File: config.mk
export PLATFORM = sky130hd
export DESIGN_NAME = kmw_front
export DESIGN_NICKNAME = d
export VERILOG_FILES = /design/src/rtl/core/kmw_pkg.sv /design/src/rtl/core/kmw_front.sv
export SDC_FILE = /design/constraint.sdc
export NUM_CORES = 1
export LEC_CHECK = 0
export BUFFER_PORTS_ARGS = -buffer_cell sky130_fd_sc_hd__buf_4
export CAP_MARGIN = 10
export CORE_MARGIN = 4
export CORE_UTILIZATION = 41
export DETAILED_ROUTE_END_ITERATION = 12
export GPL_TIMING_DRIVEN = 0
export PLACE_DENSITY = 0.85
export SLEW_MARGIN = 5
export SYNTH_ARGS = -nofsm -noshare
export SYNTH_HDL_FRONTEND = slang
export SYNTH_SLANG_ARGS = --single-unit
File: constraint.sdc
create_clock -name clock -period 2.63 [get_ports clock]
set_input_delay 0.1315 -clock clock [delete_from_list [all_inputs] [get_ports clock]]
set_output_delay 0.1315 -clock clock [all_outputs]
set_load 0.1 [all_outputs]
File: src/rtl/core/kmw_pkg.sv
// ----------------------------------------------------------------------------
// kmw_pkg
// Shared types and constants of the minimum spanning forest weight engine.
// ----------------------------------------------------------------------------
package kmw_pkg;

   localparam int DEF_MAX_NODES   = 1024;
   localparam int DEF_MAX_EDGES   = 4096;
   localparam int DEF_WEIGHT_BITS = 16;

   localparam int NODE_COUNT_BITS = 11;
   localparam logic [NODE_COUNT_BITS-1:0] NODE_COUNT_RESET = 11'd1024;
   localparam int RANK_BITS   = 4;
   localparam int SUM_BITS    = 27;
   localparam int QUEUE_DEPTH = 4;
   localparam int QPTR_BITS   = $clog2(QUEUE_DEPTH);

   typedef struct packed {
      logic [9:0]  end_a;
      logic [9:0]  end_b;
      logic [15:0] edge_weight;
      logic        last_edge;
   } req_type;

   typedef struct packed {
      logic [25:0] tree_weight;
      logic [9:0]  tree_edges;
      logic        dropped_flag;
   } rsp_type;

   // Classified edge handed from front to back.
   typedef struct packed {
      req_type item;
      logic    keep;
      logic    drop;
   } qent_type;

   typedef enum logic [3:0] {
      ST_LOAD,
      ST_CLEAR,
      ST_SCAN,
      ST_EDGE,
      ST_FIND_RD,
      ST_FIND_CHK,
      ST_COMP_RD,
      ST_COMP_CHK,
      ST_LINK,
      ST_LINK2,
      ST_OUT
   } state_type;

endpackage

File: src/rtl/core/kmw_front.sv
// ----------------------------------------------------------------------------
// kmw_front
// Accepts edge beats, flags bad endpoints and a full store, drops self-loops.
// ----------------------------------------------------------------------------
module kmw_front #(
   parameter int MAX_EDGES = kmw_pkg::DEF_MAX_EDGES
) (
   input  logic                                 clock,
   input  logic                                 reset,
   input  logic [kmw_pkg::NODE_COUNT_BITS-1:0]  eff_nodes,
   input  logic                                 req_valid,
   output logic                                 req_ready,
   input  kmw_pkg::req_type                     req,
   output logic                                 push_valid,
   input  logic                                 push_ready,
   output kmw_pkg::qent_type                    push_data
);
   import kmw_pkg::*;

   localparam int ECNT = $clog2(MAX_EDGES + 1);

   logic [ECNT-1:0] count_ff, count_in;
   logic            bad, full, keep;

   // Classify the edge against node count and store occupancy.
   always_comb begin
      bad  = ({1'b0, req.end_a} >= eff_nodes) || ({1'b0, req.end_b} >= eff_nodes);
      full = (count_ff == ECNT'(MAX_EDGES));
      keep = !bad && !full && (req.end_a != req.end_b);
      push_data.item = req;
      push_data.keep = keep;
      push_data.drop = bad || full;
   end

   assign push_valid = req_valid;
   assign req_ready  = push_ready;

   // Count stored edges of the current graph; restart after the last one.
   always_comb begin
      count_in = count_ff;
      if (req_valid && push_ready) begin
         if (req.last_edge) begin
            count_in = '0;
         end else if (keep) begin
            count_in = count_ff + 1'b1;
         end
      end
   end

   always_ff @(posedge clock) begin
      if (reset) begin
         count_ff <= '0;
      end else begin
         count_ff <= count_in;
      end
   end

endmodule

==> metrics.cfg <==
[outcome]
status=complete, no violations

[worst_setup_path]
start_kind=flip-flop
cpMostUsedCell=buf_4
crit_type=reg2out
slowest_stage=dfxtp_1
critPathMaxFanout=8
critPathArrivalTime_ns=2.22
crit_chain=inv_1, ha_1, nor4b_1, and3_1, a211oi_2, and4_4, inv_2, nor2_1, buf_4, buf_4
required_ns=2.50
rr_worst_depth=9
cpPeakStageDelay_ns=0.37
cp-end-kind=output pin

[finish]
top_register=count_ff
top_regs=count_ff x13
layout_common_cells=114 x buf_4, 22 x ha_1, 19 x nand2_1, 15 x inv_1, 14 x nand3_1
largest_reg_flops=13
final_common_cell=buf_4
drive_gt1_frac=0.4129
nNetsFinal=385
syn2layout_area_growth_pct=38.24
diodes=0

[placement]
dp_hpwl_um=3845
finalWeightedCongestion=0.8775
portBuffers=74

[cts]
cts.sinks=13
htreeDepth=1
cts_buffers=3
cts_hold_buf=0
clock_latency_ns=0.25
cts_tree=yes
cts_setup_buffers=0
clockBufferDepth=2
cts-root-buf=clkbuf_8
ctsResizeCount=0
clk_pin_slew_worst_paths_ns=0.06

[synth]
synthTopCellsByArea=buf_4 17%, ha_1 16%, dfxtp_1 15%, nand2_1 4.1%, nand3_1 4.0%
syn_nets=306
synthCells=232
synth-seq-cells=13
yosys_warnings=0
synth_cell_types=44
synth_area_mm2=0.001750
ys_seq_area_frac=0.1487
yosys.area.top_type=buf_4
syn_area_per_cell_um2=7.545
synth_top_area_frac=0.1716

[pwr]
ir_worst_vdd_mv=0.1665
power_density_mw_per_mm2=383.8
seqPwrFrac=0.214
p_leak_nw=1.171
sw_frac_of_total=0.4939
power_frac_comb=0.588
clockPowerShare=0.198
p_int_mw=0.4700
p_sw_mw=0.4586

[routing]
routedWlPerCell_um=13.12
drt-initial-drc-count=159
routed_wirelength_um=4723
dr.pass1.iters=4
num_vias=1919
postRouteAntennaNets=0
routed_via_density=5.331
drc=0

[sta]
layout_min_cycle_time_ns=2.347
fmax_ghz=0.4260
final_hold_viol_count=0
fin_worst_skew_ns=0.006901
rsz0062_at_grt=false
tns_ns=0
period_share=0.8926
hold_ws_ns=0.2891
setup_viol=0
max-slew-margin-rel=0.4530
drv_slew=0
worst_slew_pin_slew_ns=0.8137

[run]
cap_violations=0

[worst_hold_path]
holdPathStages=2
worstHoldPathType=in2reg

[floorplanning]
dieArea_mm2=0.005379
io_pins=93
die_x_um=73.34
die_h_um=73.34
start_util=0.4314
rows=23
core-area_mm2=0.004058

[global_routing]
grt_overflow=0
antenna_found_initial=0
grt.total_usage=0.1755
grt_pass1_wl_um=7810
grt_max_degree=11
grt_pass1_vias=1816

[layout make-up]
cell class	count	area (µm²)
Clock buffer	4	45.04
Multi-Input combinational cell	156	1105
Tap cell	50	62.56
Fill cell	369	1638
Timing Repair Buffer	74	555.5
Inverter	16	60.06
Sequential cell	13	260.3
Buffer	47	331.6
[synth_stat cells (all sizes together)]
library cell,n
dfxtp,13
o211ai,3
nand2,19
mux2i,1
nand3b,2
and2,1
o311ai,2
nor4b,3
buf,43
clkbuf,4
a21o,2
a221oi,1
o31a,1
o2bb2ai,2
xor2,2
or4b,1
o2111a,1
nand3,14
nor2,10
nand4,7
or4,1
and3,3
nand4b,3
o2111ai,1
inv,16
ha,22
a311o,1
nor3,7
a31oi,5
nor2b,2
and4,3
a21oi,9
nor4,6
o21bai,2
or2,2
a211oi,2
o21ai,7
xnor2,8
[routing by layer]
metal  share of wire  vias to the layer above  GRT usage
met5               0                        -          0
met4           0.012                        0    0.04225
met3           0.096                        7    0.02873
met2            0.47                       88     0.3009
met1            0.42                      866     0.2288
li1                -                      958          -
[path summary, 6_finish.rpt]
| check | from | end | slack, ns |
|---|---|---|---|
| max reg2reg | count_ff[0]$_SDFFE_PP0P_ | count_ff[12]$_SDFFE_PP0P_ | 0.33 |
| min | reset | count_ff[7]$_SDFFE_PP0P_ | 0.29 |
| min reg2reg | count_ff[1]$_SDFFE_PP0P_ | count_ff[1]$_SDFFE_PP0P_ | 0.49 |
| max | count_ff[0]$_SDFFE_PP0P_ | push_data[1] | 0.28 |
[worst max-delay path: cells and delay by family (launching register included)]
| kind | cells | cell delay (ns) |
|---|---|---|
| AND/OR/NAND/NOR | 4 | 0.68 |
| buffers and inverters | 4 | 0.53 |
| flip-flops | 1 | 0.37 |
| adder cells (fa/ha/maj) | 1 | 0.20 |
| AO/OA/AOI/OAI | 1 | 0.19 |
[cell families (layout without fill, tap and decap cells)]
logic type | Yosys count | in the layout | share of synthesized area
buf+inv | 63 | 141 | 0.2237
compound gates | 39 | 39 | 0.1522
xor+xnor | 10 | 10 | 0.05004
mux | 1 | 1 | 0.005719
simple gates | 84 | 84 | 0.2623
fa+ha+maj | 22 | 22 | 0.1573
flops | 13 | 13 | 0.1487
[stage by stage]
step                cells  setup WS [ns]  power (mW)    util  area [µm²]
finish                360         0.2826      0.9287  0.5964        2420
global route          360         0.1491      0.9687  0.5964        2420
CTS                   360         0.2713      0.9272  0.5948        2414
detailed placement    356         0.3459      0.7465  0.5837        2369
global placement      356         0.3447      0.7404  0.5837        2369
floorplan             232         0.4036      0.6136       -        1750
[power groups by stage]
stage	Combinational [mW]	Clock (mW)	Sequential, mW
after detailed placement	0.544	0	0.203
after global placement	0.538	0	0.203
after floorplan	0.411	0	0.203
final	0.546	0.184	0.199
after CTS	0.546	0.183	0.199
after global routing	0.573	0.197	0.199
Power figures use the tool's default switching activity.
