## src/rtl/core/kmw_pkg.sv

```systemverilog
// ----------------------------------------------------------------------------
// kmw_pkg
// Shared types and constants of the minimum spanning forest weight engine.
// ----------------------------------------------------------------------------
package kmw_pkg;

   localparam int DEF_MAX_NODES   = 1024;
   localparam int DEF_MAX_EDGES   = 4096;
   localparam int DEF_WEIGHT_BITS = 16;

   localparam int NODE_COUNT_BITS = 11;
   localparam logic [NODE_COUNT_BITS-1:0] NODE_COUNT_RESET = 11'd1024;
   localparam int RANK_BITS   = 4;
   localparam int SUM_BITS    = 27;
   localparam int QUEUE_DEPTH = 4;
   localparam int QPTR_BITS   = $clog2(QUEUE_DEPTH);

   typedef struct packed {
      logic [9:0]  end_a;
      logic [9:0]  end_b;
      logic [15:0] edge_weight;
      logic        last_edge;
   } req_type;

   typedef struct packed {
      logic [25:0] tree_weight;
      logic [9:0]  tree_edges;
      logic        dropped_flag;
   } rsp_type;

   // Classified edge handed from front to back.
   typedef struct packed {
      req_type item;
      logic    keep;
      logic    drop;
   } qent_type;

   typedef enum logic [3:0] {
      ST_LOAD,
      ST_CLEAR,
      ST_SCAN,
      ST_EDGE,
      ST_FIND_RD,
      ST_FIND_CHK,
      ST_COMP_RD,
      ST_COMP_CHK,
      ST_LINK,
      ST_LINK2,
      ST_OUT
   } state_type;

endpackage

```

## src/rtl/core/kmw_queue.sv

```systemverilog
// ----------------------------------------------------------------------------
// kmw_queue
// Short FIFO of classified edges between the front and back parts.
// ----------------------------------------------------------------------------
module kmw_queue (
   input  logic              clock,
   input  logic              reset,
   input  logic              push_valid,
   output logic              push_ready,
   input  kmw_pkg::qent_type push_data,
   output logic              pop_valid,
   input  logic              pop_ready,
   output kmw_pkg::qent_type pop_data
);
   import kmw_pkg::*;

   qent_type               mem_ff [QUEUE_DEPTH];
   logic [QPTR_BITS-1:0]   wp_ff, wp_in, rp_ff, rp_in;
   logic [QPTR_BITS:0]     cnt_ff, cnt_in;
   logic                   do_push, do_pop;

   assign push_ready = (cnt_ff != (QPTR_BITS+1)'(QUEUE_DEPTH));
   assign pop_valid  = (cnt_ff != '0);
   assign pop_data   = mem_ff[rp_ff];
   assign do_push    = push_valid && push_ready;
   assign do_pop     = pop_valid && pop_ready;

   // Advance pointers and occupancy.
   always_comb begin
      wp_in  = do_push ? wp_ff + 1'b1 : wp_ff;
      rp_in  = do_pop ? rp_ff + 1'b1 : rp_ff;
      cnt_in = cnt_ff + (QPTR_BITS+1)'(do_push) - (QPTR_BITS+1)'(do_pop);
   end

   always_ff @(posedge clock) begin
      if (reset) begin
         wp_ff  <= '0;
         rp_ff  <= '0;
         cnt_ff <= '0;
      end else begin
         wp_ff  <= wp_in;
         rp_ff  <= rp_in;
         cnt_ff <= cnt_in;
      end
   end

   // Hold entries.
   always_ff @(posedge clock) begin
      if (do_push) begin
         mem_ff[wp_ff] <= push_data;
      end
   end

endmodule

```

## config.mk

```make
export PLATFORM = sky130hd
export DESIGN_NAME = kmw_queue
export DESIGN_NICKNAME = d
export VERILOG_FILES = /design/src/rtl/core/kmw_pkg.sv /design/src/rtl/core/kmw_queue.sv
export SDC_FILE = /design/constraint.sdc
export NUM_CORES = 1
export LEC_CHECK = 0
export BUFFER_PORTS_ARGS = -buffer_cell sky130_fd_sc_hd__buf_2
export CAP_MARGIN = 20
export CORE_AREA = 5 5 130 132
export DETAILED_ROUTE_END_ITERATION = 16
export DIE_AREA = 0 0 135 137
export GPL_TIMING_DRIVEN = 0
export SLEW_MARGIN = 10
export SYNTH_ARGS = -nofsm -noshare
export SYNTH_HDL_FRONTEND = slang
export SYNTH_SLANG_ARGS = --single-unit
export TNS_END_PERCENT = 50
```

## constraint.sdc

```tcl
create_clock -name clock -period 4.1 [get_ports clock]
set_input_delay 0.41 -clock clock [delete_from_list [all_inputs] [get_ports clock]]
set_output_delay 0.41 -clock clock [all_outputs]
set_load 0.005 [all_outputs]
```

==> flow_summary_export.csv <==
group,metric,value,unit
status,outcome,"finished, final reports clean",
placement,globalplace.congestion,0.6493,
logic_synthesis,synth_simple_gate_area_share,1.562,%
routing,via_per_inst,4.739,
worst_setup_path,critical_path_buf_inv_count,3,
worst_setup_path,required,4.44,ns
routing,wl_per_cell,18.45,um
global_routing,largest_net_degree_at_the_start_of_global_routing,27,
layout,final_nets,407,
power,power-per-cell-area,624.3,nW/um^2
clocking,later_pin_clock_latency_in_the_skew_report,0.42,ns
logic_synthesis,combinational_family_with_the_most_area_after_synthesis,"multiplexers",
clocking,clkSlewWorstSetupHoldPaths,0.06,ns
worst_hold_path,timing.hold.worst.class,"input port to flop",
die,core_area,15600,um^2
routing,route.vias.total,2777,
clocking,cts_repair_resize_count,0,
logic_synthesis,yosys-top-cells-area,"edfxtp_1 (77%), mux4_2 (14%), dfxtp_1 (3.0%)",
logic_synthesis,synth_edf_count,156,
power,peakVddDrop,0.3341,mV
sta,timing.fmax,0.4248,GHz
logic_synthesis,synth_top_area_share,76.96,%
worst_setup_path,slowest_stage,"dfxtp_1",
logic_synthesis,synth.area.mux_share,14.78,%
die,fp-row-count,46,
worst_setup_path,critical_path.max_fanout,7,
logic_synthesis,yosys.area.top_type,"edfxtp_1",
logic_synthesis,async_flop_share,0,%
logic_synthesis,syn-num-nets,302,
placement,dpl.hpwl,6674,um
routing,route.detailed.drc,0,
worst_setup_path,most_repeated_library_cell_on_the_critical_path,"inv_1",
layout,final_cells,586,
worst_setup_path,critPathKind,"flop to flop",
sta,finalHoldViolCount,0,
logic_synthesis,ys_seq_area_share,79.92,%
layout,design_area,7407,um^2
die,design.die.area,18500,um^2
logic_synthesis,synth_xor_xnor_area_share,0.4317,%
sta,slew_viol_final,0,
sta,maxSlewHeadroom,53.17,%
logic_synthesis,yosys_register_bits,165,
clocking,post_cts.repair.setup_buffers,0,
layout,drive_above_1_share,45.14,%
placement,placedInstanceArea,6853,um^2
die,die_w,135,um
layout,num_antenna_cells,0,
global_routing,first_pass_grt_wire_length,16880,um
sta,finalSetupViolations,0,
global_routing,grt_pass1_vias,3040,
clocking,ctsLongestPathBuffers,2,
logic_synthesis,ys_types,24,
clocking,cts_tree,"built",
worst_setup_path,critPathLaunchType,"flop",
sta,worst_hold_slack,0.1959,ns
logic_synthesis,syn_area_per_cell,24.16,um^2
placement,dp_cells,554,
global_routing,grt_usage,12.71,%
routing,drt_iter0_drc,154,
sta,setup_total_negative_slack,0,ns
sta,layout_worst_path_cycle_share,57.41,%
clocking,cts_hold_repair.buffers,0,
worst_setup_path,worst_ep_arrival,2.70,ns
worst_setup_path,critical_path.max_stage_delay,0.45,ns
sta,fin_skew,0.006078,ns
clocking,cts_max_level,4,
clocking,cts_buffers,17,
clocking,root_buffer,"clkbuf_16",
global_routing,antenna_found_initial,0,
layout,area_delta_synth_final,21.69,%
power,fin_total_pwr,4.624,mW
logic_synthesis,yosysWarningCount,0,
global_routing,overflow,0,
logic_synthesis,syn_area,6087,um^2
routing,ant_nets,0,
sta,rsz0062_at_grt,"false",
placement,port_buffer_cells,82,
worst_setup_path,timing.critical_path.to_type,"flop",
sta,timing.final.ws_setup,1.746,ns
sta,transition_time_at_the_pin_with_the_least_slew_margin,0.7024,ns
die,design.portCount,84,
logic_synthesis,syn_inst,252,
worst_setup_path,cp_cell_sequence,"nor2_1 > a21boi_2 > inv_1 > ha_1 > inv_1 > ha_1 > inv_1 > fa_1 > xor2_1 > and2_1 > nor3_1",
routing,first_pass_iters,4,
logic_synthesis,adder_cell_area_share_of_the_yosys_netlist,1.562,%
routing,routed_wl,10810,um
sta,finalCriticalPeriod,2.354,ns
die,initial_utilization,39.03,%
clocking,clock-sinks,165,
logic_synthesis,synth_flop_cell,"edfxtp_1",
layout,utilization_after_layout,47.49,%
die,die_boundary_height,137,um
placement,place_worst_setup_slack,1.732,ns
power,p_leak,2.512,nW
flow_run,drv_cap,0,
worst_setup_path,cpLargestDelayFamily,"adder cells",
logic_synthesis,complex_gate_fraction_of_the_synthesized_area,0.4728,%
==> synth_stat cells, drive strengths merged, types with 2 or more instances <==
master / number
and2: 5
buf: 6
clkbuf: 3
dfxtp: 9
edfxtp: 156
ha: 6
inv: 5
mux4: 39
nand2b: 2
nor2: 8
xor2: 2
==> cells by family after synthesis <==
kind of cell	count (synthesis)
mux	41
xor+xnor	3
fa+ha+maj	7
buf+inv	14
flops	165
compound gates	3
simple gates	19
==> flip-flops by register name, indices dropped and copies added (netlist names), named ones only <==
signal  count
cnt_ff      3
mem_ff    156
wp_ff       2
rp_ff       2
==> worst paths after layout <==
path	from	end	slack (ns)	cells after the start
worst max-delay path	cnt_ff[1]	cnt_ff[2]	1.75	11
worst max register to register	cnt_ff[1]	cnt_ff[2]	1.75	11
worst min-delay path	push_data[18]	mem_ff[3][18]	0.20	1
worst min register to register	rp_ff[1]	flop	0.53	2
==> final cells by class <==
type	instances	area (um^2)
flip-flops and latches	165	4865
clock buffers	17	425.4
multi-input cells	73	1150
repair buffers	86	490.5
inverters	5	18.77
fillers	1333	8190
well taps	216	270.3
clock inverters	15	128.9
plain buffers	9	58.81
==> power breakdown <==
part	internal, mW	leakage [nW]	total, mW	switching [mW]
combinational	0.530	0.740	1.03	0.496
sequential	2.07	1.50	2.13	0.0642
clock	0.836	0.269	1.47	0.630
==> metal layers <==
| layer | global-route usage (%) | vias to the layer above | wire [um] |
|---|---|---|---|
| met1 | 15.15 | 1431 | 4485 |
| li1 | - | 1262 | - |
| met4 | 4.367 | 0 | 161 |
| met5 | 0 | - | 0 |
| met2 | 21.04 | 68 | 5522 |
| met3 | 5.221 | 16 | 640 |
==> cell usage in the layout, fill, tap and decap left out <==
master and instances:
and2_1 1, clkbuf_1 3, ha_1 6, o31a_1 1, nor2_1 8, nand2b_1 2, clkbuf_16 17, edfxtp_1 156
xor2_1 2, bufinv_16 1, mux2_2 1, inv_1 5, buf_2 84, clkinvlp_4 2, nor3_1 1, fa_1 1
nor2b_1 1, nand2_1 1, o311ai_0 1, buf_12 4, and2_2 4, xnor2_1 1, clkinv_1 2, buf_4 2
mux2i_1 1, buf_6 2, or3_1 1, clkinv_2 3, a21boi_2 1, clkinv_4 3, inv_6 4, dfxtp_1 9
mux4_2 39
(Power assumes the default switching activity.)
